--- config.mk ---
export PLATFORM = sky130hd
export DESIGN_NAME = size_string_parser_unit
export DESIGN_NICKNAME = d
export VERILOG_FILES = /design/src/hw/rtl/ssp_pkg.sv /design/src/hw/rtl/ssp_front.sv /design/src/hw/rtl/ssp_queue.sv /design/src/hw/rtl/ssp_back.sv /design/src/hw/rtl/size_string_parser_unit.sv
export SDC_FILE = /design/constraint.sdc
export NUM_CORES = 1
export LEC_CHECK = 0
export ABC_AREA = 1
export BUFFER_PORTS_ARGS = -buffer_cell sky130_fd_sc_hd__buf_4
export CAP_MARGIN = 10
export CORE_ASPECT_RATIO = 0.8
export CORE_MARGIN = 2
export CORE_UTILIZATION = 45
export CTS_CLUSTER_SIZE = 28
export DETAILED_ROUTE_END_ITERATION = 10
export HOLD_SLACK_MARGIN = 0.12
export PLACE_DENSITY = 0.65
export SLEW_MARGIN = 20
export SYNTH_ARGS = -nofsm -noshare
export SYNTH_HDL_FRONTEND = slang
export SYNTH_HIERARCHICAL = 1
export SYNTH_SLANG_ARGS = --single-unit
--- constraint.sdc ---
create_clock -name clock -period 14.3 [get_ports clock]
set_input_delay 1.43 -clock clock [delete_from_list [all_inputs] [get_ports clock]]
set_output_delay 1.43 -clock clock [all_outputs]
set_load 0.05 [all_outputs]
--- src/hw/rtl/ssp_pkg.sv ---
// ----------------------------------------------------------------------------
// ssp_pkg
// Types, codes and character decode helpers shared by the size string parser.
// ----------------------------------------------------------------------------
package ssp_pkg;

   localparam int VALUE_W  = 63;
   localparam int STATUS_W = 3;
   localparam int SHIFT_W  = 6;
   localparam int CHAR_W   = 8;
   localparam int RSP_W    = 72;

   localparam int QUEUE_DEPTH = 4;
   localparam int QUEUE_AW    = $clog2(QUEUE_DEPTH);

   localparam logic [VALUE_W-1:0] MAG_MAX = '1;

   localparam logic [CHAR_W-1:0] CH_NUL   = 8'd0;
   localparam logic [CHAR_W-1:0] CH_TAB   = 8'd9;
   localparam logic [CHAR_W-1:0] CH_CR    = 8'd13;
   localparam logic [CHAR_W-1:0] CH_SPACE = 8'd32;
   localparam logic [CHAR_W-1:0] CH_PLUS  = 8'd43;
   localparam logic [CHAR_W-1:0] CH_MINUS = 8'd45;
   localparam logic [CHAR_W-1:0] CH_ZERO  = 8'd48;
   localparam logic [CHAR_W-1:0] CH_NINE  = 8'd57;
   localparam logic [CHAR_W-1:0] CH_UC_A  = 8'd65;
   localparam logic [CHAR_W-1:0] CH_UC_Z  = 8'd90;
   localparam logic [CHAR_W-1:0] CASE_GAP = 8'd32;

   typedef enum logic [2:0] {
      CLS_SPACE,
      CLS_PLUS,
      CLS_MINUS,
      CLS_DIGIT,
      CLS_UNIT,
      CLS_END,
      CLS_OTHER
   } char_class_type;

   typedef struct packed {
      char_class_type       cls;
      logic [3:0]           digit;
      logic [SHIFT_W-1:0]   shift;
   } char_token_type;

   typedef struct packed {
      logic                 hit;
      logic [SHIFT_W-1:0]   shift;
   } unit_type;

   typedef enum logic [2:0] {
      PH_SPACE,
      PH_SIGN,
      PH_DIGITS,
      PH_UNIT,
      PH_BADSUF,
      PH_NODIG
   } phase_type;

   typedef enum logic [STATUS_W-1:0] {
      ST_OK,
      ST_NO_DIGITS,
      ST_NEGATIVE,
      ST_TOO_LARGE,
      ST_BAD_SUFFIX,
      ST_SCALE_OVF
   } status_type;

   function automatic unit_type unit_lookup(input logic [CHAR_W-1:0] c);
      logic [CHAR_W-1:0] lc;
      unit_type          u;
      lc = (c >= CH_UC_A && c <= CH_UC_Z) ? c + CASE_GAP : c;
      u.hit = 1'b1;
      unique case (lc)
         "b":     u.shift = 6'd0;
         "k":     u.shift = 6'd10;
         "m":     u.shift = 6'd20;
         "g":     u.shift = 6'd30;
         "t":     u.shift = 6'd40;
         "p":     u.shift = 6'd50;
         "e":     u.shift = 6'd60;
         "s":     u.shift = 6'd9;
         default: begin
            u.hit   = 1'b0;
            u.shift = '0;
         end
      endcase
      return u;
   endfunction

endpackage

--- src/hw/rtl/ssp_front.sv ---
// ----------------------------------------------------------------------------
// ssp_front
// Classifies each incoming byte into a token for the parsing back end.
// ----------------------------------------------------------------------------
module ssp_front
   import ssp_pkg::*;
(
   input  logic [CHAR_W-1:0] char_code,
   output char_token_type    token
);

   unit_type unit;

   always_comb begin
      unit        = unit_lookup(char_code);
      token.cls   = CLS_OTHER;
      token.digit = char_code[3:0];
      token.shift = unit.shift;
      priority if (char_code == CH_NUL) begin
         token.cls = CLS_END;
      end else if ((char_code >= CH_TAB && char_code <= CH_CR) || char_code == CH_SPACE) begin
         token.cls = CLS_SPACE;
      end else if (char_code == CH_PLUS) begin
         token.cls = CLS_PLUS;
      end else if (char_code == CH_MINUS) begin
         token.cls = CLS_MINUS;
      end else if (char_code >= CH_ZERO && char_code <= CH_NINE) begin
         token.cls = CLS_DIGIT;
      end else if (unit.hit) begin
         token.cls = CLS_UNIT;
      end else begin
         token.cls = CLS_OTHER;
      end
   end

endmodule

--- src/hw/rtl/ssp_queue.sv ---
// ----------------------------------------------------------------------------
// ssp_queue
// Short token queue between the classifier and the parsing back end.
// ----------------------------------------------------------------------------
module ssp_queue
   import ssp_pkg::*;
(
   input  logic           clock,
   input  logic           reset,
   input  logic           wr_valid,
   output logic           wr_ready,
   input  char_token_type wr_data,
   output logic           rd_valid,
   input  logic           rd_ready,
   output char_token_type rd_data
);

   char_token_type        slot_ff [QUEUE_DEPTH];
   logic [QUEUE_AW-1:0]   wr_ptr_ff, wr_ptr_in;
   logic [QUEUE_AW-1:0]   rd_ptr_ff, rd_ptr_in;
   logic [QUEUE_AW:0]     count_ff, count_in;
   logic                  push, pop;

   assign wr_ready = (count_ff != QUEUE_DEPTH[QUEUE_AW:0]);
   assign rd_valid = (count_ff != '0);
   assign rd_data  = slot_ff[rd_ptr_ff];
   assign push     = wr_valid && wr_ready;
   assign pop      = rd_valid && rd_ready;

   always_comb begin
      wr_ptr_in = push ? wr_ptr_ff + 1'b1 : wr_ptr_ff;
      rd_ptr_in = pop  ? rd_ptr_ff + 1'b1 : rd_ptr_ff;
      count_in  = count_ff + {{QUEUE_AW{1'b0}}, push} - {{QUEUE_AW{1'b0}}, pop};
   end

   always_ff @(posedge clock) begin
      if (reset) begin
         wr_ptr_ff <= '0;
         rd_ptr_ff <= '0;
         count_ff  <= '0;
      end else begin
         wr_ptr_ff <= wr_ptr_in;
         rd_ptr_ff <= rd_ptr_in;
         count_ff  <= count_in;
      end
   end

   always_ff @(posedge clock) begin
      if (push) begin
         slot_ff[wr_ptr_ff] <= wr_data;
      end
   end

endmodule

--- src/hw/rtl/ssp_back.sv ---
// ----------------------------------------------------------------------------
// ssp_back
// Parsing state machine: gathers digits, applies the unit and drives results.
// ----------------------------------------------------------------------------
module ssp_back
   import ssp_pkg::*;
(
   input  logic                clock,
   input  logic                reset,
   input  logic                tok_valid,
   output logic                tok_ready,
   input  char_token_type      tok,
   output logic                rsp_valid,
   input  logic                rsp_ready,
   output logic [VALUE_W-1:0]  rsp_value,
   output status_type          rsp_status
);

   phase_type            phase_ff, phase_in;
   logic                 minus_ff, minus_in;
   logic [VALUE_W-1:0]   mag_ff, mag_in;
   logic                 ovf_ff, ovf_in;
   logic [SHIFT_W-1:0]   shift_ff, shift_in;
   logic                 rsp_valid_ff, rsp_valid_in;
   logic [VALUE_W-1:0]   rsp_value_ff, rsp_value_in;
   status_type           rsp_status_ff, rsp_status_in;

   logic                 out_free;
   logic                 pop;
   logic                 take_digit;
   logic [VALUE_W+3:0]   mag_next;
   logic                 scale_ovf;

   assign out_free  = !rsp_valid_ff || rsp_ready;
   assign tok_ready = (tok.cls != CLS_END) || out_free;
   assign pop       = tok_valid && tok_ready;

   // ten times plus digit, kept wide so that overflow shows in the top bits
   assign mag_next = {1'b0, mag_ff, 3'b000} + {3'b000, mag_ff, 1'b0}
                   + {{VALUE_W{1'b0}}, tok.digit};
   assign scale_ovf = |(mag_ff & ~(MAG_MAX >> shift_ff));

   always_comb begin
      phase_in      = phase_ff;
      minus_in      = minus_ff;
      mag_in        = mag_ff;
      ovf_in        = ovf_ff;
      shift_in      = shift_ff;
      rsp_valid_in  = rsp_valid_ff && !rsp_ready;
      rsp_value_in  = rsp_value_ff;
      rsp_status_in = rsp_status_ff;
      take_digit    = 1'b0;

      if (pop) begin
         if (tok.cls == CLS_END) begin
            rsp_valid_in = 1'b1;
            rsp_value_in = '0;
            priority if (phase_ff != PH_DIGITS && phase_ff != PH_UNIT && phase_ff != PH_BADSUF) begin
               rsp_status_in = ST_NO_DIGITS;
            end else if (minus_ff && (mag_ff != '0 || ovf_ff)) begin
               rsp_status_in = ST_NEGATIVE;
            end else if (ovf_ff) begin
               rsp_status_in = ST_TOO_LARGE;
            end else if (phase_ff == PH_BADSUF) begin
               rsp_status_in = ST_BAD_SUFFIX;
            end else if (scale_ovf) begin
               rsp_status_in = ST_SCALE_OVF;
            end else begin
               rsp_status_in = ST_OK;
               rsp_value_in  = mag_ff << shift_ff;
            end
            // back to the reset state for the next string
            phase_in = PH_SPACE;
            minus_in = 1'b0;
            mag_in   = '0;
            ovf_in   = 1'b0;
            shift_in = '0;
         end else begin
            unique case (phase_ff)
               PH_SPACE: begin
                  priority case (tok.cls)
                     CLS_SPACE: phase_in = PH_SPACE;
                     CLS_PLUS:  phase_in = PH_SIGN;
                     CLS_MINUS: begin
                        phase_in = PH_SIGN;
                        minus_in = 1'b1;
                     end
                     CLS_DIGIT: begin
                        phase_in   = PH_DIGITS;
                        take_digit = 1'b1;
                     end
                     default:   phase_in = PH_NODIG;
                  endcase
               end
               PH_SIGN: begin
                  if (tok.cls == CLS_DIGIT) begin
                     phase_in   = PH_DIGITS;
                     take_digit = 1'b1;
                  end else begin
                     phase_in = PH_NODIG;
                  end
               end
               PH_DIGITS: begin
                  priority if (tok.cls == CLS_DIGIT) begin
                     take_digit = 1'b1;
                  end else if (tok.cls == CLS_UNIT) begin
                     shift_in = tok.shift;
                     phase_in = PH_UNIT;
                  end else begin
                     phase_in = PH_BADSUF;
                  end
               end
               PH_UNIT:   phase_in = PH_BADSUF;
               PH_BADSUF: phase_in = PH_BADSUF;
               PH_NODIG:  phase_in = PH_NODIG;
               default:   phase_in = PH_NODIG;
            endcase

            // saturate once the magnitude runs past the top
            if (take_digit && !ovf_ff) begin
               if (mag_next[VALUE_W+3:VALUE_W] != '0) begin
                  ovf_in = 1'b1;
                  mag_in = MAG_MAX;
               end else begin
                  mag_in = mag_next[VALUE_W-1:0];
               end
            end
         end
      end
   end

   always_ff @(posedge clock) begin
      if (reset) begin
         phase_ff     <= PH_SPACE;
         minus_ff     <= 1'b0;
         mag_ff       <= '0;
         ovf_ff       <= 1'b0;
         shift_ff     <= '0;
         rsp_valid_ff <= 1'b0;
      end else begin
         phase_ff     <= phase_in;
         minus_ff     <= minus_in;
         mag_ff       <= mag_in;
         ovf_ff       <= ovf_in;
         shift_ff     <= shift_in;
         rsp_valid_ff <= rsp_valid_in;
      end
   end

   always_ff @(posedge clock) begin
      rsp_value_ff  <= rsp_value_in;
      rsp_status_ff <= rsp_status_in;
   end

   assign rsp_valid  = rsp_valid_ff;
   assign rsp_value  = rsp_value_ff;
   assign rsp_status = rsp_status_ff;

   a_ovf_saturates: assert property (@(posedge clock) disable iff (reset)
      ovf_ff |-> mag_ff == MAG_MAX)
      else $error("overflow flag set without saturated magnitude");

   a_space_clean: assert property (@(posedge clock) disable iff (reset)
      phase_ff == PH_SPACE |-> (mag_ff == '0 && !minus_ff && !ovf_ff))
      else $error("leading whitespace phase with stale state");

   a_error_zero: assert property (@(posedge clock) disable iff (reset)
      (rsp_valid_ff && rsp_status_ff != ST_OK) |-> rsp_value_ff == '0)
      else $error("error result with nonzero size");

   a_end_restarts: assert property (@(posedge clock) disable iff (reset)
      (pop && tok.cls == CLS_END) |=> (phase_ff == PH_SPACE && rsp_valid_ff))
      else $error("string end did not restart parser or raise result");

endmodule

--- src/hw/rtl/size_string_parser_unit.sv ---
// ----------------------------------------------------------------------------
// size_string_parser_unit
// Parses a NUL-terminated decimal size string with an optional unit letter.
// ----------------------------------------------------------------------------
// Usage:
//   req_* carries one ASCII byte per item in req_tdata[7:0]. Byte 0 ends the
//   string; only that byte produces an item on rsp_*, carrying the scaled size
//   in rsp_tdata[62:0] and a status code in rsp_tdata[65:63].
//   A classifier decodes each byte and pushes a token into a four-entry queue;
//   the parsing state machine pops one token per cycle unless a terminating
//   token waits on a full output register, and keeps the result in that register.
// Throughput: one byte per cycle, sustained, while rsp_tready allows.
// Result path: the terminating byte is written into the queue, then popped
//   by the state machine into the result register that drives rsp_tvalid;
//   any queued tokens ahead of it are parsed first.
// Stall: a result held by a low rsp_tready blocks the next terminating byte
//   at the queue head; bytes ahead of it keep being parsed, bytes behind it
//   wait, and req_tready drops once the queue fills.
// Reset: synchronous, clears the queue, the parser state and the result valid;
//   req_tready is high out of reset, as the queue starts empty.
// ----------------------------------------------------------------------------
module size_string_parser_unit
   import ssp_pkg::*;
(
   input  logic             clock,
   input  logic             reset,
   input  logic             req_tvalid,
   output logic             req_tready,
   input  logic [CHAR_W-1:0] req_tdata,   // [7:0] char_code
   output logic             rsp_tvalid,
   input  logic             rsp_tready,
   output logic [RSP_W-1:0] rsp_tdata     // [62:0] size_value, [65:63] status, zero pad
);

   char_token_type        front_token;
   char_token_type        queue_token;
   logic                  queue_valid;
   logic                  queue_ready;
   logic [VALUE_W-1:0]    size_value;
   status_type            status;

   ssp_front u_front (
      .char_code (req_tdata),
      .token     (front_token)
   );

   ssp_queue u_queue (
      .clock    (clock),
      .reset    (reset),
      .wr_valid (req_tvalid),
      .wr_ready (req_tready),
      .wr_data  (front_token),
      .rd_valid (queue_valid),
      .rd_ready (queue_ready),
      .rd_data  (queue_token)
   );

   ssp_back u_back (
      .clock      (clock),
      .reset      (reset),
      .tok_valid  (queue_valid),
      .tok_ready  (queue_ready),
      .tok        (queue_token),
      .rsp_valid  (rsp_tvalid),
      .rsp_ready  (rsp_tready),
      .rsp_value  (size_value),
      .rsp_status (status)
   );

   assign rsp_tdata = {{(RSP_W-VALUE_W-STATUS_W){1'b0}}, status, size_value};

endmodule
==> impl_metrics.py <==
metrics = {
    "outcome": {
        "status": "complete, no violations",
    },
    "global_route": {
        "grtUsageMet3_pct": 7.76,
        "grtUsageTotal_pct": 30.8,
        "grt_antenna_before_repair": 0,
        "grt_pass1_vias": 18031,
        "grt.busiest_layer": "met1",
        "grt-ovfl-total": 0,
        "grt_pass1_wl_mm": 104,
        "use_met1_pct": 47.3,
        "use_met2_pct": 43.1,
        "grt_max_degree": 77,
    },
    "critical_path": {
        "critPathCaptureType": "flip-flop",
        "reg2reg_depth": 21,
        "crit_path_max_incr_delay_ps": 960,
        "cp.required_ps": 14680,
        "worstPathBufferInverterCount": 2,
        "crit_family": "simple AND/OR/NAND/NOR gates",
        "crit_fanout": 36,
        "worst-r2r-setup-slack_ps": 9040,
        "cp_cell_sequence": "inv_8, o21ai_0, o22ai_1, fa_1, fa_1, nand2_1, nand2_1, and2_1, nand2_1, nand2_1, nand2_1, nand2_1, nand2_1, nand2_1, nand3_1, nand2_1, nor2_4, buf_4, nand3_1, nand2_1, a21oi_1",
        "cp.arrival_ps": 5640,
        "cp-endpoint": "u_back/mag_ff[48]",
        "worstSetupPathType": "flip-flop to flip-flop",
        "critPathSlowestCell": "dfxtp_1",
        "r2r-end": "u_back/mag_ff[48]",
        "crit_cells": 21,
        "start_kind": "flip-flop",
        "critPathMostFrequentCell": "nand2_1",
    },
    "placed_design": {
        "gp_congestion": 1.03,
        "hpwl_mm": 53.1,
        "io_buffer_count": 79,
        "place_inst": 3460,
    },
    "clock_network": {
        "clock-sinks": 202,
        "cts_root_buf": "clkbuf_16",
        "cts_resized": 0,
        "cts_buffer_depth": 3,
        "clock_latency_ps": 550,
        "postCtsHoldBufs": 0,
        "htree_num_levels": 1,
        "cts.clk_slew.worst_paths_ps": 70,
        "tritoncts": "yes",
        "cts_setup_buffers": 0,
        "numCtsBuffers": 22,
    },
    "cells_and_area": {
        "fill_cells": 4314,
        "diodes": 0,
        "multi_input_area_um2": 11700,
        "fin_nets": 3088,
        "final_common_cell": "nand2_1",
        "areaGrowthSynthToFinish_pct": 8.49,
        "fin_cells": 3500,
        "layout-drive-gt1-share_pct": 6.33,
        "final_cell_mix": "nand2_1 (969), inv_1 (325), nor2_1 (316)",
        "ff_latch_area_um2": 5230,
    },
    "power": {
        "power_density_nw_per_um2": 105,
        "leakage_nw": 9.80,
        "ir_worst_vdd_mv": 0.132,
    },
    "timing": {
        "timing.final.crit_share_pct": 36.8,
        "min_period_ps": 5260,
        "clock-skew-final_ps": 21.5,
        "fin_tns_setup_ps": 0,
        "max_slew_margin_pct": 32.5,
        "rsz0062_at_grt": "false",
        "final-hold-violation-count": 0,
        "worst_slew_pin_slew_ps": 1000,
        "slew_violations": 0,
        "clock.fmax_ghz": 0.190,
        "setup_viol": 0,
    },
    "detailed_routing": {
        "wl_per_cell_um": 19.3,
        "drt-vias-per-instance": 5.66,
        "vias": 19811,
        "drt_pass1_iterations": 8,
        "post-route-drc-count": 0,
        "postRouteAntennaNets": 0,
        "first_iter_violations": 2431,
        "finalWirelength_mm": 67.5,
    },
    "floorplan": {
        "core-area_um2": 40900,
        "core.rowCount": 66,
        "boundaryPins": 86,
        "die_w_um": 232,
        "start_util_pct": 45.8,
        "chipHeight_um": 186,
        "dieArea_um2": 43300,
    },
    "synth": {
        "synthCells": 2935,
        "yosys_warnings": 6,
        "synth_top_area_share_pct": 19.4,
        "ys_seq_area_share_pct": 27.9,
        "yosys_register_bits": 202,
        "yosys.area.top_type": "nand2_1",
        "syn_area_um2": 18700,
        "yosysUniqueCellTypes": 61,
        "avgSynthCellArea_um2": 6.38,
        "yosys-top-cells-area": "nand2_1 (19%), edfxtp_1 (19%), dfxtp_1 (9.0%), ha_1 (8.9%), inv_1 (6.5%)",
        "synth_edf_count": 118,
        "synthFlopType": "edfxtp_1",
        "async_flop_share_pct": 0,
    },
    "min_path": {
        "hold_path.class": "flip-flop to flip-flop",
    },
    "job": {
        "maxCapViolCount": 0,
    },
}
worst min-delay path by stage:
stage	cells after the start	startpoint	slack, ps	endpoint
5_1_grt	2	u_back/shift_ff[2]	500	u_back/shift_ff[2]
3_3_place_gp	2	u_back/minus_ff	460	u_back/minus_ff
6_report	2	u_back/minus_ff	490	u_back/minus_ff
3_5_place_dp	2	u_back/minus_ff	470	u_back/minus_ff
2_1_floorplan	2	u_back/minus_ff	440	u_back/minus_ff
4_1_cts	2	u_back/minus_ff	480	u_back/minus_ff
cell type report:
cell class,count,area share [%]
Multi-Input combinational cell,2284,57.4
Sequential cell,202,25.7
Inverter,333,6.19
Timing Repair Buffer,97,3.58
Tap cell,544,3.35
Clock buffer,26,2.93
Clock inverter,14,0.844
through the flow:
stage               area (µm²)  utilization (%)  power (mW)  setup WS, ps  hold slack, ps
floorplan                18700                -        1.33          8800             441
global placement         19500             47.8        1.51          9350             456
detailed placement       19500             47.8        1.53          9210             469
CTS                      20300             49.7        2.13          9190             484
global route             20300             49.7        2.24          8650             498
finish                   20300             49.7        2.13          9040             489
logic make-up (layout without fill, tap and decap cells):
| group | after synthesis | after routing | share of synthesized area [%] |
|---|---|---|---|
| AO/OA/AOI/OAI | 508 | 508 | 15.0 |
| AND/OR/NAND/NOR | 1567 | 1567 | 34.4 |
| flip-flops | 202 | 202 | 27.9 |
| adder cells (fa/ha/maj) | 136 | 136 | 9.21 |
| XOR/XNOR | 38 | 38 | 1.78 |
| multiplexers | 29 | 29 | 1.55 |
| buffers and inverters | 454 | 470 | 10.1 |
| other | 1 | 6 | 0.0200 |
per-layer routing:
| layer | up-vias | share of wire, % | wire, µm |
|---|---|---|---|
| met5 | - | 0.13 | 91 |
| met1 | 9217 | 47 | 32000 |
| li1 | 9631 | - | - |
| met3 | 82 | 11 | 7320 |
| met4 | 2 | 1.8 | 1210 |
| met2 | 879 | 40 | 26900 |
power by group:
| group | internal, mW | switching (mW) | total [mW] |
|---|---|---|---|
| Clock | 0.341 | 0.253 | 0.594 |
| Sequential | 0.689 | 0.0483 | 0.737 |
| Combinational | 0.206 | 0.592 | 0.797 |
| Total | 1.23 | 0.893 | 2.13 |
cells in the mapped netlist, types with 6 or more instances:
master	n
nand2_2	7
nor2_1	318
nor2_2	11
a21oi_1	161
clkbuf_1	37
nand3b_1	14
nand3_1	155
buf_6	8
nor3_1	25
nor4_1	15
o21ai_0	229
a32oi_1	6
o22ai_1	34
dfxtp_1	84
a31oi_1	10
ha_1	133
buf_1	28
o21ai_1	9
buf_4	12
o211ai_1	8
inv_1	325
o21bai_1	20
mux2i_1	29
inv_2	6
nand4_1	30
xnor2_1	34
buf_2	33
nand2_1	969
o221ai_1	6
edfxtp_1	118
o21a_1	8
sequential cells by signal (all words and copies together), names as in the netlist, named ones only:
register and cells:
u_queue/wr_ptr_ff 2, u_back/ovf_ff 1, u_back/phase_ff 3, u_queue/count_ff 3
u_back/shift_ff 6, u_queue/rd_ptr_ff 2, u_back/minus_ff 1, u_queue/slot_ff 52
u_back/rsp_valid 1, u_back/mag_ff 63, u_back/rsp_status 3, u_back/rsp_value 63
worst reg2reg max path, delay by kind of cell, from the launching register on:
kind | cells | cell delay, ps
AOI/OAI and AO/OA | 3 | 420
DFF | 1 | 960
and+or+nand+nor | 14 | 1980
buffers and inverters | 2 | 700
adders and majority gates | 2 | 1030
(Power assumes the default switching activity.)
